$ cat config.mk
export PLATFORM = sky130hd
export DESIGN_NAME = knock_correction_factor_flat
export DESIGN_NICKNAME = d
export VERILOG_FILES = /design/src/sv/kcf_pkg.sv /design/src/sv/kcf_in_if.sv /design/src/sv/kcf_out_if.sv /design/src/sv/kcf_split.sv /design/src/sv/kcf_fetch.sv /design/src/sv/kcf_interp.sv /design/src/sv/knock_correction_factor.sv /design/src/flat_wrapper.sv
export SDC_FILE = /design/constraint.sdc
export NUM_CORES = 2
export LEC_CHECK = 0
export BUFFER_PORTS_ARGS = -buffer_cell sky130_fd_sc_hd__buf_2
export CAP_MARGIN = 30
export CORE_MARGIN = 1
export CORE_UTILIZATION = 50
export CTS_CLUSTER_DIAMETER = 80
export DETAILED_ROUTE_END_ITERATION = 6
export GPL_ROUTABILITY_DRIVEN = 0
export PLACE_DENSITY = 0.66
export SKIP_CTS_REPAIR_TIMING = 1
export SYNTH_ARGS = -nofsm -noshare
export SYNTH_HDL_FRONTEND = slang
export SYNTH_SLANG_ARGS = --single-unit
$ cat constraint.sdc
create_clock -name clk_i -period 8.7 [get_ports clk_i]
set_input_delay 2.175 -clock clk_i [delete_from_list [all_inputs] [get_ports clk_i]]
set_output_delay 2.175 -clock clk_i [all_outputs]
set_load 0.1 [all_outputs]
$ cat src/sv/kcf_pkg.sv
// Shared types and constants of the knock correction pipeline.
`timescale 1ns / 1ps

package kcf_pkg;

  // Field widths fixed by the item format
  localparam int RPM_W    = 14;
  localparam int TEMP_W   = 16;
  localparam int LIM_W    = 16;
  localparam int IDX_W    = 4;
  localparam int CELL_W   = 8;
  localparam int CORR_W   = 16;
  localparam int MV_W     = 16;
  localparam int T_W      = 17;
  localparam int TPROD_W  = 32;
  localparam int CFG_DATA_W = 16;
  localparam int CFG_IDX_W  = 2;

  // Temperature term: product is in 1/64 degree steps, 1.0 in Q1.16
  localparam int            TEMP_FRAC = 6;
  localparam logic [T_W-1:0] T_ONE    = 17'h10000;

  // Register reset values
  localparam logic [7:0]        KNOCK_THRESHOLD_RST = 8'd1;
  localparam logic [TEMP_W-1:0] TEMP_BASE_RST       = 16'hF880;  // -1920
  localparam logic [15:0]       TEMP_GAIN_RST       = 16'd655;
  localparam logic [RPM_W-1:0]  AXIS_START_RST      = 14'd500;

  typedef enum logic {
    OP_COMPUTE = 1'b0,
    OP_LOAD    = 1'b1
  } op_e;

  typedef enum logic [CFG_IDX_W-1:0] {
    REG_KNOCK_THRESHOLD = 2'd0,
    REG_TEMP_BASE       = 2'd1,
    REG_TEMP_GAIN       = 2'd2,
    REG_AXIS_START      = 2'd3
  } reg_idx_e;

  typedef struct packed {
    logic [7:0]               knock_threshold;
    logic signed [TEMP_W-1:0] temp_base;
    logic [15:0]              temp_gain;
    logic [RPM_W-1:0]         axis_start;
  } cfg_t;

  // Split stage -> fetch stage
  typedef struct packed {
    op_e                op;
    logic               active;
    logic               tzero;
    logic [TPROD_W-1:0] tprod;
    logic               below;
    logic               above;
    logic [RPM_W-1:0]   quot;
    logic [RPM_W-1:0]   offv;
    logic [LIM_W-1:0]   lim;
    logic [IDX_W-1:0]   cell_index;
    logic [CELL_W-1:0]  cell_value;
  } split_beat_t;

  // Fetch stage -> interpolation
  typedef struct packed {
    logic              active;
    logic [RPM_W-1:0]  frac;
    logic [T_W-1:0]    t;
    logic [LIM_W-1:0]  lim;
    logic [CELL_W-1:0] c0;
    logic [CELL_W-1:0] c1;
  } fetch_beat_t;

  // Interpolation -> output stage
  typedef struct packed {
    logic             active;
    logic [T_W-1:0]   t;
    logic [LIM_W-1:0] lim;
    logic [MV_W-1:0]  mv;
  } interp_beat_t;

endpackage

$ cat src/sv/kcf_in_if.sv
// Input channel: valid/ready with one compute or load item per beat.
`timescale 1ns / 1ps

interface kcf_in_if import kcf_pkg::*; ();
  logic              valid;
  logic              ready;
  logic              operation;
  logic [7:0]        enable_byte;
  logic [7:0]        knock_byte;
  logic [TEMP_W-1:0] coolant_temp;
  logic [RPM_W-1:0]  engine_rpm;
  logic [LIM_W-1:0]  correction_limit;
  logic [IDX_W-1:0]  cell_index;
  logic [CELL_W-1:0] cell_value;

  modport source (
    output valid, operation, enable_byte, knock_byte, coolant_temp, engine_rpm,
           correction_limit, cell_index, cell_value,
    input  ready
  );
  modport sink (
    input  valid, operation, enable_byte, knock_byte, coolant_temp, engine_rpm,
           correction_limit, cell_index, cell_value,
    output ready
  );
endinterface

$ cat src/sv/kcf_out_if.sv
// Output channel: valid/ready with one correction result per beat.
`timescale 1ns / 1ps

interface kcf_out_if import kcf_pkg::*; ();
  logic              valid;
  logic              ready;
  logic [CORR_W-1:0] correction;
  logic              active;

  modport source (output valid, correction, active, input ready);
  modport sink (input valid, correction, active, output ready);
endinterface

$ cat src/sv/kcf_split.sv
// Gate check, temperature product and rpm-to-cell split (two stages).
`timescale 1ns / 1ps

module kcf_split import kcf_pkg::*; #(
  parameter int MAP_POINTS = 11,
  parameter int AXIS_STEP  = 500
) (
  input  logic        clk_i,
  input  logic        rst_ni,
  input  cfg_t        cfg_i,
  kcf_in_if.sink      in_i,
  output logic        valid_o,
  input  logic        ready_i,
  output split_beat_t beat_o
);

  // Exact floor(off / AXIS_STEP) by a rounded-up reciprocal
  localparam int I_SHIFT = 26;
  localparam int RECIP_W = I_SHIFT + 1;
  localparam int QP_W    = RPM_W + RECIP_W;
  localparam logic [RECIP_W-1:0] RECIP_I =
    RECIP_W'((2**I_SHIFT + AXIS_STEP - 1) / AXIS_STEP);
  localparam int SPAN = (MAP_POINTS - 1) * AXIS_STEP;

  logic               s1_v_q;
  op_e                s1_op_q;
  logic               s1_active_q;
  logic               s1_dpos_q;
  logic [TEMP_W-1:0]  s1_dmag_q;
  logic               s1_below_q;
  logic [RPM_W-1:0]   s1_offv_q;
  logic [LIM_W-1:0]   s1_lim_q;
  logic [IDX_W-1:0]   s1_idx_q;
  logic [CELL_W-1:0]  s1_val_q;

  logic               s2_v_q;
  split_beat_t        s2_q;
  split_beat_t        s2_d;

  logic               s1_ready;
  logic               s2_ready;
  logic signed [TEMP_W:0] diff;
  logic [QP_W-1:0]    qprod;

  assign s2_ready   = !s2_v_q || ready_i;
  assign s1_ready   = !s1_v_q || s2_ready;
  assign in_i.ready = s1_ready;
  assign valid_o    = s2_v_q;
  assign beat_o     = s2_q;

  // Temperature offset, 17 bits signed
  assign diff = $signed({in_i.coolant_temp[TEMP_W-1], in_i.coolant_temp})
              - $signed({cfg_i.temp_base[TEMP_W-1], cfg_i.temp_base});

  always_ff @(posedge clk_i or negedge rst_ni) begin
    if (!rst_ni) begin
      s1_v_q <= 1'b0;
      s2_v_q <= 1'b0;
    end else begin
      if (s1_ready) s1_v_q <= in_i.valid;
      if (s2_ready) s2_v_q <= s1_v_q;
    end
  end

  // Stage 1: gate, offsets
  always_ff @(posedge clk_i) begin
    if (s1_ready && in_i.valid) begin
      s1_op_q     <= op_e'(in_i.operation);
      s1_active_q <= (in_i.enable_byte == 8'd1) &&
                     (in_i.knock_byte > cfg_i.knock_threshold);
      s1_dpos_q   <= !diff[TEMP_W] && (diff != '0);
      s1_dmag_q   <= diff[TEMP_W-1:0];
      s1_below_q  <= in_i.engine_rpm <= cfg_i.axis_start;
      s1_offv_q   <= in_i.engine_rpm - cfg_i.axis_start;
      s1_lim_q    <= in_i.correction_limit;
      s1_idx_q    <= in_i.cell_index;
      s1_val_q    <= in_i.cell_value;
    end
  end

  // Stage 2: quotient by the axis step, range flags, temperature product
  assign qprod = QP_W'(s1_offv_q) * QP_W'(RECIP_I);

  always_comb begin
    s2_d.op         = s1_op_q;
    s2_d.active     = s1_active_q;
    s2_d.tzero      = !s1_dpos_q;
    s2_d.tprod      = TPROD_W'(s1_dmag_q) * TPROD_W'(cfg_i.temp_gain);
    s2_d.below      = s1_below_q;
    s2_d.above      = !s1_below_q && (32'(s1_offv_q) >= SPAN);
    s2_d.quot       = qprod[I_SHIFT +: RPM_W];
    s2_d.offv       = s1_offv_q;
    s2_d.lim        = s1_lim_q;
    s2_d.cell_index = s1_idx_q;
    s2_d.cell_value = s1_val_q;
  end

  always_ff @(posedge clk_i) begin
    if (s2_ready && s1_v_q) s2_q <= s2_d;
  end

endmodule

$ cat src/sv/kcf_fetch.sv
// Map cell memory: load writes, two-port cell read, step fraction and clamp.
`timescale 1ns / 1ps

module kcf_fetch import kcf_pkg::*; #(
  parameter int MAP_POINTS = 11,
  parameter int AXIS_STEP  = 500
) (
  input  logic        clk_i,
  input  logic        rst_ni,
  input  logic        valid_i,
  output logic        ready_o,
  input  split_beat_t beat_i,
  output logic        valid_o,
  input  logic        ready_i,
  output fetch_beat_t beat_o
);

  localparam int ADDR_W = $clog2(MAP_POINTS);
  localparam logic [ADDR_W-1:0] LAST = ADDR_W'(MAP_POINTS - 1);

  logic [CELL_W-1:0] mem [MAP_POINTS];
  logic [CELL_W-1:0] rd0_q;
  logic [CELL_W-1:0] rd1_q;

  logic              v_q;
  logic              active_q;
  logic [RPM_W-1:0]  frac_q;
  logic [T_W-1:0]    t_q;
  logic [LIM_W-1:0]  lim_q;

  logic              fire;
  logic              is_load;
  logic [ADDR_W-1:0] idx;
  logic [ADDR_W-1:0] a0;
  logic [ADDR_W-1:0] a1;
  logic [31:0]       step_base;
  logic [31:0]       frac_full;
  logic [RPM_W-1:0]  frac;
  logic [TPROD_W-TEMP_FRAC-1:0] tshift;
  logic [T_W-1:0]    t;

  assign ready_o = !v_q || ready_i;
  assign fire    = valid_i && ready_o;
  assign is_load = beat_i.op == OP_LOAD;
  assign idx     = beat_i.quot[ADDR_W-1:0];

  // Cell addresses; clamped ends use one cell with zero fraction
  always_comb begin
    if (beat_i.below) begin
      a0 = '0;
      a1 = '0;
    end else if (beat_i.above) begin
      a0 = LAST;
      a1 = LAST;
    end else begin
      a0 = idx;
      a1 = idx + 1'b1;
    end
  end

  // Offset within the step
  assign step_base = 32'(idx) * 32'(AXIS_STEP);
  assign frac_full = 32'(beat_i.offv) - step_base;
  assign frac      = (beat_i.below || beat_i.above) ? '0 : frac_full[RPM_W-1:0];

  // Temperature term clamped to [0, 1.0]
  assign tshift = beat_i.tprod[TPROD_W-1:TEMP_FRAC];
  always_comb begin
    if (beat_i.tzero) begin
      t = '0;
    end else if (tshift > (TPROD_W-TEMP_FRAC)'(T_ONE)) begin
      t = T_ONE;
    end else begin
      t = tshift[T_W-1:0];
    end
  end

  always_ff @(posedge clk_i or negedge rst_ni) begin
    if (!rst_ni) begin
      v_q <= 1'b0;
    end else if (ready_o) begin
      v_q <= valid_i && !is_load;
    end
  end

  // Cell memory: one write port, two registered read ports
  always_ff @(posedge clk_i) begin
    if (fire && is_load && (32'(beat_i.cell_index) < MAP_POINTS)) begin
      mem[ADDR_W'(beat_i.cell_index)] <= beat_i.cell_value;
    end
    if (fire && !is_load) begin
      rd0_q <= mem[a0];
      rd1_q <= mem[a1];
    end
  end

  always_ff @(posedge clk_i) begin
    if (fire && !is_load) begin
      active_q <= beat_i.active;
      frac_q   <= frac;
      t_q      <= t;
      lim_q    <= beat_i.lim;
    end
  end

  assign valid_o       = v_q;
  assign beat_o.active = active_q;
  assign beat_o.frac   = frac_q;
  assign beat_o.t      = t_q;
  assign beat_o.lim    = lim_q;
  assign beat_o.c0     = rd0_q;
  assign beat_o.c1     = rd1_q;

endmodule

$ cat src/sv/kcf_interp.sv
// Linear interpolation between two cells, divided by the axis step (three stages).
`timescale 1ns / 1ps

module kcf_interp import kcf_pkg::*; #(
  parameter int AXIS_STEP = 500
) (
  input  logic         clk_i,
  input  logic         rst_ni,
  input  logic         valid_i,
  output logic         ready_o,
  input  fetch_beat_t  beat_i,
  output logic         valid_o,
  input  logic         ready_i,
  output interp_beat_t beat_o
);

  localparam int F_W     = $clog2(AXIS_STEP + 1);
  localparam int S_W     = CELL_W + F_W;
  localparam int Q_SHIFT = 28;
  localparam int RQ_W    = Q_SHIFT + 1;
  localparam int QP_W    = S_W + RQ_W;
  localparam int N_W     = S_W + 8;
  localparam logic [RQ_W-1:0] RECIP_Q = RQ_W'(2**Q_SHIFT / AXIS_STEP);

  // Stage 4: weighted cell sum S = c0*step + (c1-c0)*frac
  logic             s4_v_q;
  logic             s4_active_q;
  logic [T_W-1:0]   s4_t_q;
  logic [LIM_W-1:0] s4_lim_q;
  logic [S_W-1:0]   s4_s_q;
  // Stage 5: quotient estimate
  logic             s5_v_q;
  logic             s5_active_q;
  logic [T_W-1:0]   s5_t_q;
  logic [LIM_W-1:0] s5_lim_q;
  logic [S_W-1:0]   s5_s_q;
  logic [MV_W-1:0]  s5_q_q;
  // Stage 6: corrected map value
  logic             s6_v_q;
  interp_beat_t     s6_q;

  logic s4_ready;
  logic s5_ready;
  logic s6_ready;

  logic [F_W-1:0]          frac;
  logic signed [CELL_W:0]  delta;
  logic signed [S_W:0]     dprod;
  logic [S_W:0]            base;
  logic signed [S_W:0]     ssum;
  logic [QP_W-1:0]         qprod;
  logic [N_W-1:0]          num;
  logic [N_W-1:0]          qstep;
  logic [N_W-1:0]          rem;

  assign s6_ready = !s6_v_q || ready_i;
  assign s5_ready = !s5_v_q || s6_ready;
  assign s4_ready = !s4_v_q || s5_ready;
  assign ready_o  = s4_ready;
  assign valid_o  = s6_v_q;
  assign beat_o   = s6_q;

  always_ff @(posedge clk_i or negedge rst_ni) begin
    if (!rst_ni) begin
      s4_v_q <= 1'b0;
      s5_v_q <= 1'b0;
      s6_v_q <= 1'b0;
    end else begin
      if (s4_ready) s4_v_q <= valid_i;
      if (s5_ready) s5_v_q <= s4_v_q;
      if (s6_ready) s6_v_q <= s5_v_q;
    end
  end

  // Weighted sum
  assign frac  = beat_i.frac[F_W-1:0];
  assign delta = $signed({1'b0, beat_i.c1}) - $signed({1'b0, beat_i.c0});
  assign dprod = (S_W+1)'(delta) * (S_W+1)'($signed({1'b0, frac}));
  assign base  = (S_W+1)'(beat_i.c0) * (S_W+1)'(AXIS_STEP);
  assign ssum  = $signed(base) + dprod;

  always_ff @(posedge clk_i) begin
    if (s4_ready && valid_i) begin
      s4_active_q <= beat_i.active;
      s4_t_q      <= beat_i.t;
      s4_lim_q    <= beat_i.lim;
      s4_s_q      <= ssum[S_W-1:0];
    end
  end

  // Quotient estimate of 256*S / step, low by at most one
  assign qprod = QP_W'(s4_s_q) * QP_W'(RECIP_Q);

  always_ff @(posedge clk_i) begin
    if (s5_ready && s4_v_q) begin
      s5_active_q <= s4_active_q;
      s5_t_q      <= s4_t_q;
      s5_lim_q    <= s4_lim_q;
      s5_s_q      <= s4_s_q;
      s5_q_q      <= qprod[(Q_SHIFT-8) +: MV_W];
    end
  end

  // Remainder check and correction
  assign num   = {s5_s_q, 8'b0};
  assign qstep = N_W'(s5_q_q) * N_W'(AXIS_STEP);
  assign rem   = num - qstep;

  always_ff @(posedge clk_i) begin
    if (s6_ready && s5_v_q) begin
      s6_q.active <= s5_active_q;
      s6_q.t      <= s5_t_q;
      s6_q.lim    <= s5_lim_q;
      s6_q.mv     <= (rem >= N_W'(AXIS_STEP)) ? s5_q_q + 1'b1 : s5_q_q;
    end
  end

endmodule

$ cat src/sv/knock_correction_factor.sv
// Top level of the knock correction pipeline: registers, stages, output beat.
`timescale 1ns / 1ps

// Knock correction factor.
// in_i takes one beat per cycle while in_i.ready is high: a compute item
// (operation 0) or a load item (operation 1) that writes one cell of the rpm
// map. Each compute beat gives one beat on out_o; a load beat gives none. A
// cell must be loaded before a compute reads it.
// A compute result passes seven register stages, with one two-port read of
// the cell memory in the third stage, before it is presented on out_o.
// Throughput: one item per cycle while out_o does not stall.
// Loads and computes pass through the memory stage in order, so a compute
// sees every load accepted before it.
// The user writes the registers through cfg_we_i/cfg_idx_i/cfg_wdata_i only
// while no item is in flight; the block itself does not enforce this.
// Reset clears the pipeline and loads the register defaults; map cells keep
// no reset value. When out_o stalls, each stage holds its beat and in_i keeps
// accepting until the stages behind the output are full.
module knock_correction_factor import kcf_pkg::*; #(
  parameter int MAP_POINTS = 11,
  parameter int AXIS_STEP  = 500
) (
  input  logic                  clk_i,
  input  logic                  rst_ni,
  input  logic                  cfg_we_i,
  input  logic [CFG_IDX_W-1:0]  cfg_idx_i,
  input  logic [CFG_DATA_W-1:0] cfg_wdata_i,
  kcf_in_if.sink                in_i,
  kcf_out_if.source             out_o
);

  cfg_t         cfg_q;

  logic         split_valid;
  logic         split_ready;
  split_beat_t  split_beat;
  logic         fetch_valid;
  logic         fetch_ready;
  fetch_beat_t  fetch_beat;
  logic         interp_valid;
  logic         interp_ready;
  interp_beat_t interp_beat;

  logic              out_v_q;
  logic [CORR_W-1:0] corr_q;
  logic              active_q;
  logic [LIM_W-1:0]  mlim;
  logic [LIM_W+T_W-1:0] prod;

  // Configuration registers
  always_ff @(posedge clk_i or negedge rst_ni) begin
    if (!rst_ni) begin
      cfg_q.knock_threshold <= KNOCK_THRESHOLD_RST;
      cfg_q.temp_base       <= TEMP_BASE_RST;
      cfg_q.temp_gain       <= TEMP_GAIN_RST;
      cfg_q.axis_start      <= AXIS_START_RST;
    end else if (cfg_we_i) begin
      unique case (reg_idx_e'(cfg_idx_i))
        REG_KNOCK_THRESHOLD: cfg_q.knock_threshold <= cfg_wdata_i[7:0];
        REG_TEMP_BASE:       cfg_q.temp_base       <= cfg_wdata_i[TEMP_W-1:0];
        REG_TEMP_GAIN:       cfg_q.temp_gain       <= cfg_wdata_i[15:0];
        REG_AXIS_START:      cfg_q.axis_start      <= cfg_wdata_i[RPM_W-1:0];
        default: ;
      endcase
    end
  end

  kcf_split #(
    .MAP_POINTS (MAP_POINTS),
    .AXIS_STEP  (AXIS_STEP)
  ) u_split (
    .clk_i   (clk_i),
    .rst_ni  (rst_ni),
    .cfg_i   (cfg_q),
    .in_i    (in_i),
    .valid_o (split_valid),
    .ready_i (split_ready),
    .beat_o  (split_beat)
  );

  kcf_fetch #(
    .MAP_POINTS (MAP_POINTS),
    .AXIS_STEP  (AXIS_STEP)
  ) u_fetch (
    .clk_i   (clk_i),
    .rst_ni  (rst_ni),
    .valid_i (split_valid),
    .ready_o (split_ready),
    .beat_i  (split_beat),
    .valid_o (fetch_valid),
    .ready_i (fetch_ready),
    .beat_o  (fetch_beat)
  );

  kcf_interp #(
    .AXIS_STEP (AXIS_STEP)
  ) u_interp (
    .clk_i   (clk_i),
    .rst_ni  (rst_ni),
    .valid_i (fetch_valid),
    .ready_o (fetch_ready),
    .beat_i  (fetch_beat),
    .valid_o (interp_valid),
    .ready_i (interp_ready),
    .beat_o  (interp_beat)
  );

  // Output stage: limit, scale by temperature term, gate
  assign interp_ready = !out_v_q || out_o.ready;
  assign mlim = (interp_beat.lim < interp_beat.mv) ? interp_beat.lim : interp_beat.mv;
  assign prod = (LIM_W+T_W)'(mlim) * (LIM_W+T_W)'(interp_beat.t);

  always_ff @(posedge clk_i or negedge rst_ni) begin
    if (!rst_ni) begin
      out_v_q <= 1'b0;
    end else if (interp_ready) begin
      out_v_q <= interp_valid;
    end
  end

  always_ff @(posedge clk_i) begin
    if (interp_ready && interp_valid) begin
      corr_q   <= interp_beat.active ? prod[16 +: CORR_W] : '0;
      active_q <= interp_beat.active;
    end
  end

  assign out_o.valid      = out_v_q;
  assign out_o.correction = corr_q;
  assign out_o.active     = active_q;

endmodule

$ cat src/flat_wrapper.sv
// flat-port wrapper written by rule: the top's interface ports become plain ports
module knock_correction_factor_flat import kcf_pkg::*;
#(
  parameter int MAP_POINTS = 11,
  parameter int AXIS_STEP  = 500
)
  (clk_i, rst_ni, cfg_we_i, cfg_idx_i, cfg_wdata_i, in_i_valid, in_i_operation, in_i_enable_byte, in_i_knock_byte, in_i_coolant_temp, in_i_engine_rpm, in_i_correction_limit, in_i_cell_index, in_i_cell_value, in_i_ready, out_o_valid, out_o_correction, out_o_active, out_o_ready);
  kcf_in_if in_i_i ();
  kcf_out_if out_o_i ();
  input  logic clk_i;
  input  logic rst_ni;
  input  logic cfg_we_i;
  input  logic [CFG_IDX_W-1:0] cfg_idx_i;
  input  logic [CFG_DATA_W-1:0] cfg_wdata_i;
  input wire logic [$bits(in_i_i.valid)-1:0] in_i_valid;
  input wire logic [$bits(in_i_i.operation)-1:0] in_i_operation;
  input wire logic [$bits(in_i_i.enable_byte)-1:0] in_i_enable_byte;
  input wire logic [$bits(in_i_i.knock_byte)-1:0] in_i_knock_byte;
  input wire logic [$bits(in_i_i.coolant_temp)-1:0] in_i_coolant_temp;
  input wire logic [$bits(in_i_i.engine_rpm)-1:0] in_i_engine_rpm;
  input wire logic [$bits(in_i_i.correction_limit)-1:0] in_i_correction_limit;
  input wire logic [$bits(in_i_i.cell_index)-1:0] in_i_cell_index;
  input wire logic [$bits(in_i_i.cell_value)-1:0] in_i_cell_value;
  output wire logic [$bits(in_i_i.ready)-1:0] in_i_ready;
  output wire logic [$bits(out_o_i.valid)-1:0] out_o_valid;
  output wire logic [$bits(out_o_i.correction)-1:0] out_o_correction;
  output wire logic [$bits(out_o_i.active)-1:0] out_o_active;
  input wire logic [$bits(out_o_i.ready)-1:0] out_o_ready;
  assign in_i_i.valid = in_i_valid;
  assign in_i_i.operation = in_i_operation;
  assign in_i_i.enable_byte = in_i_enable_byte;
  assign in_i_i.knock_byte = in_i_knock_byte;
  assign in_i_i.coolant_temp = in_i_coolant_temp;
  assign in_i_i.engine_rpm = in_i_engine_rpm;
  assign in_i_i.correction_limit = in_i_correction_limit;
  assign in_i_i.cell_index = in_i_cell_index;
  assign in_i_i.cell_value = in_i_cell_value;
  assign in_i_ready = in_i_i.ready;
  assign out_o_valid = out_o_i.valid;
  assign out_o_correction = out_o_i.correction;
  assign out_o_active = out_o_i.active;
  assign out_o_i.ready = out_o_ready;
  knock_correction_factor #(.MAP_POINTS(MAP_POINTS), .AXIS_STEP(AXIS_STEP)) u_core (.clk_i(clk_i), .rst_ni(rst_ni), .cfg_we_i(cfg_we_i), .cfg_idx_i(cfg_idx_i), .cfg_wdata_i(cfg_wdata_i), .in_i(in_i_i), .out_o(out_o_i));
endmodule
==> results_dict.tcl <==
set metrics [dict create \
    worst_pin_slew_ns 1.045 \
    ff2ff_path_depth 28 \
    areaGrowthSynthToFinish_pct 8.103 \
    hold_violations 0 \
    mostFrequentLayoutCells "inv_1, ha_1, fa_1, edfxtp_1, nand2_1" \
    cts_root_buf "clkbuf_16" \
    finalCriticalPeriod_ns 8.224 \
    critical_path_required_ns 9.08 \
    timing.critical_path.fanout_max 18 \
    drive_gt1_frac 0.07895 \
    route.detailed.wl_per_inst_um 17.51 \
    firstDrtPassIters 7 \
    failed_checks "design-rule violations" \
    tritoncts "done" \
    synth.area.mux_share 0.03098 \
    ios 117 \
    timing.final.crit_share 0.9453 \
    top_layer "met5" \
    asyncSetResetFlopFracSynth 0.1157 \
    clock_tree.buffer_depth 3 \
    crit_path_max_incr_delay_ns 0.54 \
    timing.final.max_slew_violations 0 \
    synth_enable_flop_cells 466 \
    endpoint "u_core.out_o.correction[14]" \
    met2_length_um 53010 \
    postSynthAreaPerCell_um2 11.01 \
    synth.net_count 6120 \
    initial_core_util 0.5072 \
    antenna_found_initial 12 \
    netlist_area_um2 51900 \
    crit-reg2reg-launch "u_core.u_interp.beat_o[19]" \
    detail_route.drc_violations 5 \
    setup_viol 0 \
    die_x_um 324.2 \
    buffer_ports.inserted 116 \
    maxCapViolations 0 \
    totalWireLength_um 109200 \
    grt_start_max_net_pins 68 \
    timing.fmax_mhz 121.6 \
    synth-seq-cells 527 \
    ys.flop_type "edfxtp_1" \
    run_status "finished with violations" \
    drt-initial-drc-count 1524 \
    layout_commonest_cell "inv_1" \
    critPathCaptureType "flip-flop" \
    core_area_um2 102300 \
    floorplan.die.height_um 324.2 \
    main_combinational_cell_family_by_area_after_synthesis "adder cells" \
    globalRouteOverflowTotal 0 \
    grt_setup_unrepaired "false" \
    synth.lib_cells_used.distinct 80 \
    worst_r2r_endpoint "u_core.out_o.correction[14]" \
    dpl.hpwl_um 85350 \
    drtAntennaViolNets 0 \
    synth-seq-area-share 0.2995 \
    detail_route_met3_wl_um 5622 \
    regToRegSetupSlack_ns 0.48 \
    synth.yosys.warnings 0 \
    worstHoldPathType "reg2reg" \
    htree_levels 2 \
    timing.critical_path.arrival_ns 8.60 \
    detailroute.via_count 32867 \
    final.setup.tns_ns 0 \
    number_of_global_route_vias_before_repair 34878 \
    std_cell_rows 117 \
    die_area_um2 105100 \
    via_density_per_instance 5.271 \
    cp_common_cell "fa_1" \
    synth_fa_ha_area_frac 0.4067 \
    netlist_instances 4712 \
    share_of_the_synthesized_netlist_area_taken_by_xor_and_xnor_gates 0.02693 \
    slew_headroom 0.3011 \
    worst_path_max_delay_cell "mux2_2" \
    synthSimpleGateAreaFrac 0.1066 \
    clkSinkCount 527 \
    final_nets 6226 \
    grt_pass1_wl_um 181800 \
    worstSkewPairLatency_ns 0.65 \
    worst_setup_hold_path_clk_slew_ns 0.06 \
    skew_ns 0.03904 \
    synth-compound-area-share 0.05314 \
    globalRouteTotalUtil 0.2197 \
    numCtsBuffers 61 \
    crit_path_start_kind "flip-flop" \
    metal_1_wl_um 47220 \
    setup.worst_path.start "u_core.u_interp.beat_o[19]" \
    critical_path_class "reg2reg" \
]
## cell usage after synthesis (4+ instances only)
library cell	instances	share of area
mux4_2	32	0.014
and2_1	248	0.030
mux2i_1	20	0.0039
fa_1	628	0.24
or3_1	6	0.00072
nor2_1	149	0.011
o2111ai_1	4	0.00067
inv_1	953	0.069
a21o_1	38	0.0055
o21ai_0	85	0.0082
o22ai_1	9	0.0011
nand2_1	437	0.032
nor3b_1	4	0.00058
nand2b_1	45	0.0054
nor2b_1	70	0.0084
nand4_1	20	0.0024
and3_1	16	0.0019
a31oi_1	20	0.0024
o31a_1	5	0.00084
o21bai_1	11	0.0016
a41oi_1	7	0.0012
a21oi_1	129	0.012
edfxtp_1	466	0.27
nand3_1	41	0.0040
xor2_1	47	0.0079
dfrtp_1	42	0.020
clkbuf_1	96	0.0069
o211ai_1	5	0.00072
xnor2_1	107	0.018
o21a_1	26	0.0038
ha_1	682	0.16
o221ai_1	4	0.00067
a211o_1	4	0.00067
or4_1	5	0.00072
or2_2	14	0.0017
a21boi_0	14	0.0020
o31ai_1	7	0.0010
dfstp_2	19	0.0096
nand3b_1	5	0.00072
mux2_2	61	0.013
nor3_1	43	0.0041
a211oi_1	25	0.0036
a2111o_1	4	0.00087
nor4_1	10	0.0012
## state kept, by name (all words and copies together), names as in the netlist, 17 cells and up
name,cells
u_core.u_interp.s4_t_q,17
u_core.u_fetch.t_q,17
u_core.u_interp.s4_s_q,17
u_core.u_fetch.mem,88
u_core.cfg_q,54
u_core.u_interp.s5_t_q,17
u_core.u_interp.s5_s_q,17
u_core.u_split.beat_o,72
u_core.u_interp.beat_o,50
## through the flow
stage          utilization  std cells  worst slack, ns  cell area (µm²)  hold WS, ns
6_report            0.5483       6235           0.4756            56100       0.4153
5_1_grt             0.5483       6234          0.02964            56100       0.4192
4_1_cts             0.5479       6230           0.2287            56060       0.4166
3_5_place_dp        0.5286       6121           0.2819            54090       0.4045
3_3_place_gp        0.5278       6115           0.4579            54010       0.4004
2_1_floorplan            -       4712           0.8322            51900       0.4003
## routing by layer
layer / vias to the layer above / GRT usage
met2: 697 / 0.3770
li1: 15545 / -
met1: 16408 / 0.2881
met3: 203 / 0.03163
met4: 14 / 0.06635
met5: - / 0
## cell families after synthesis
logic type      count (synthesis)
fa+ha+maj                    1310
simple gates                 1124
buf+inv                      1053
flops                         527
compound gates                428
xor+xnor                      157
mux                           113
## worst max-delay path, delay by kind of cell, from the launching register on
kind	cells	cell delay, ns
muxes	1	0.54
DFF	1	0.40
AOI/OAI and AO/OA	7	2.03
buffers and inverters	4	0.20
adders and majority gates	8	3.57
and+or+nand+nor	7	1.10
xor gates and xnor gates	1	0.15
## worst min-delay path by stage
stage                                      start                    endpoint  slack [ns]  depth (start not counted)
global placement       u_core.u_interp.s5_t_q[6]  u_core.u_interp.beat_o[38]        0.40                          0
floorplan              u_core.u_split.beat_o[91]     u_core.u_fetch.active_q        0.40                          0
global route          u_core.u_split.s1_val_q[3]    u_core.u_split.beat_o[3]        0.42                          0
CTS                 u_core.u_interp.s5_lim_q[13]  u_core.u_interp.beat_o[29]        0.42                          0
finish                 u_core.u_interp.s5_t_q[5]  u_core.u_interp.beat_o[37]        0.42                          0
detailed placement     u_core.u_split.beat_o[17]     u_core.u_fetch.lim_q[5]        0.40                          0
## area by class of cell
type | instances | area, µm²
Clock buffer | 72 | 1568
Timing Repair Buffer | 143 | 834.6
Tap cell | 1368 | 1712
Clock inverter | 37 | 405.4
Antenna cell | 3 | 7.507
Inverter | 953 | 3577
Fill cell | 8820 | 46220
Multi-Input combinational cell | 3132 | 32460
Sequential cell | 527 | 15540
Power is left out: the tool's default activity adds up to more than one toggle a clock period on the data nets, which glitch-free logic cannot reach.
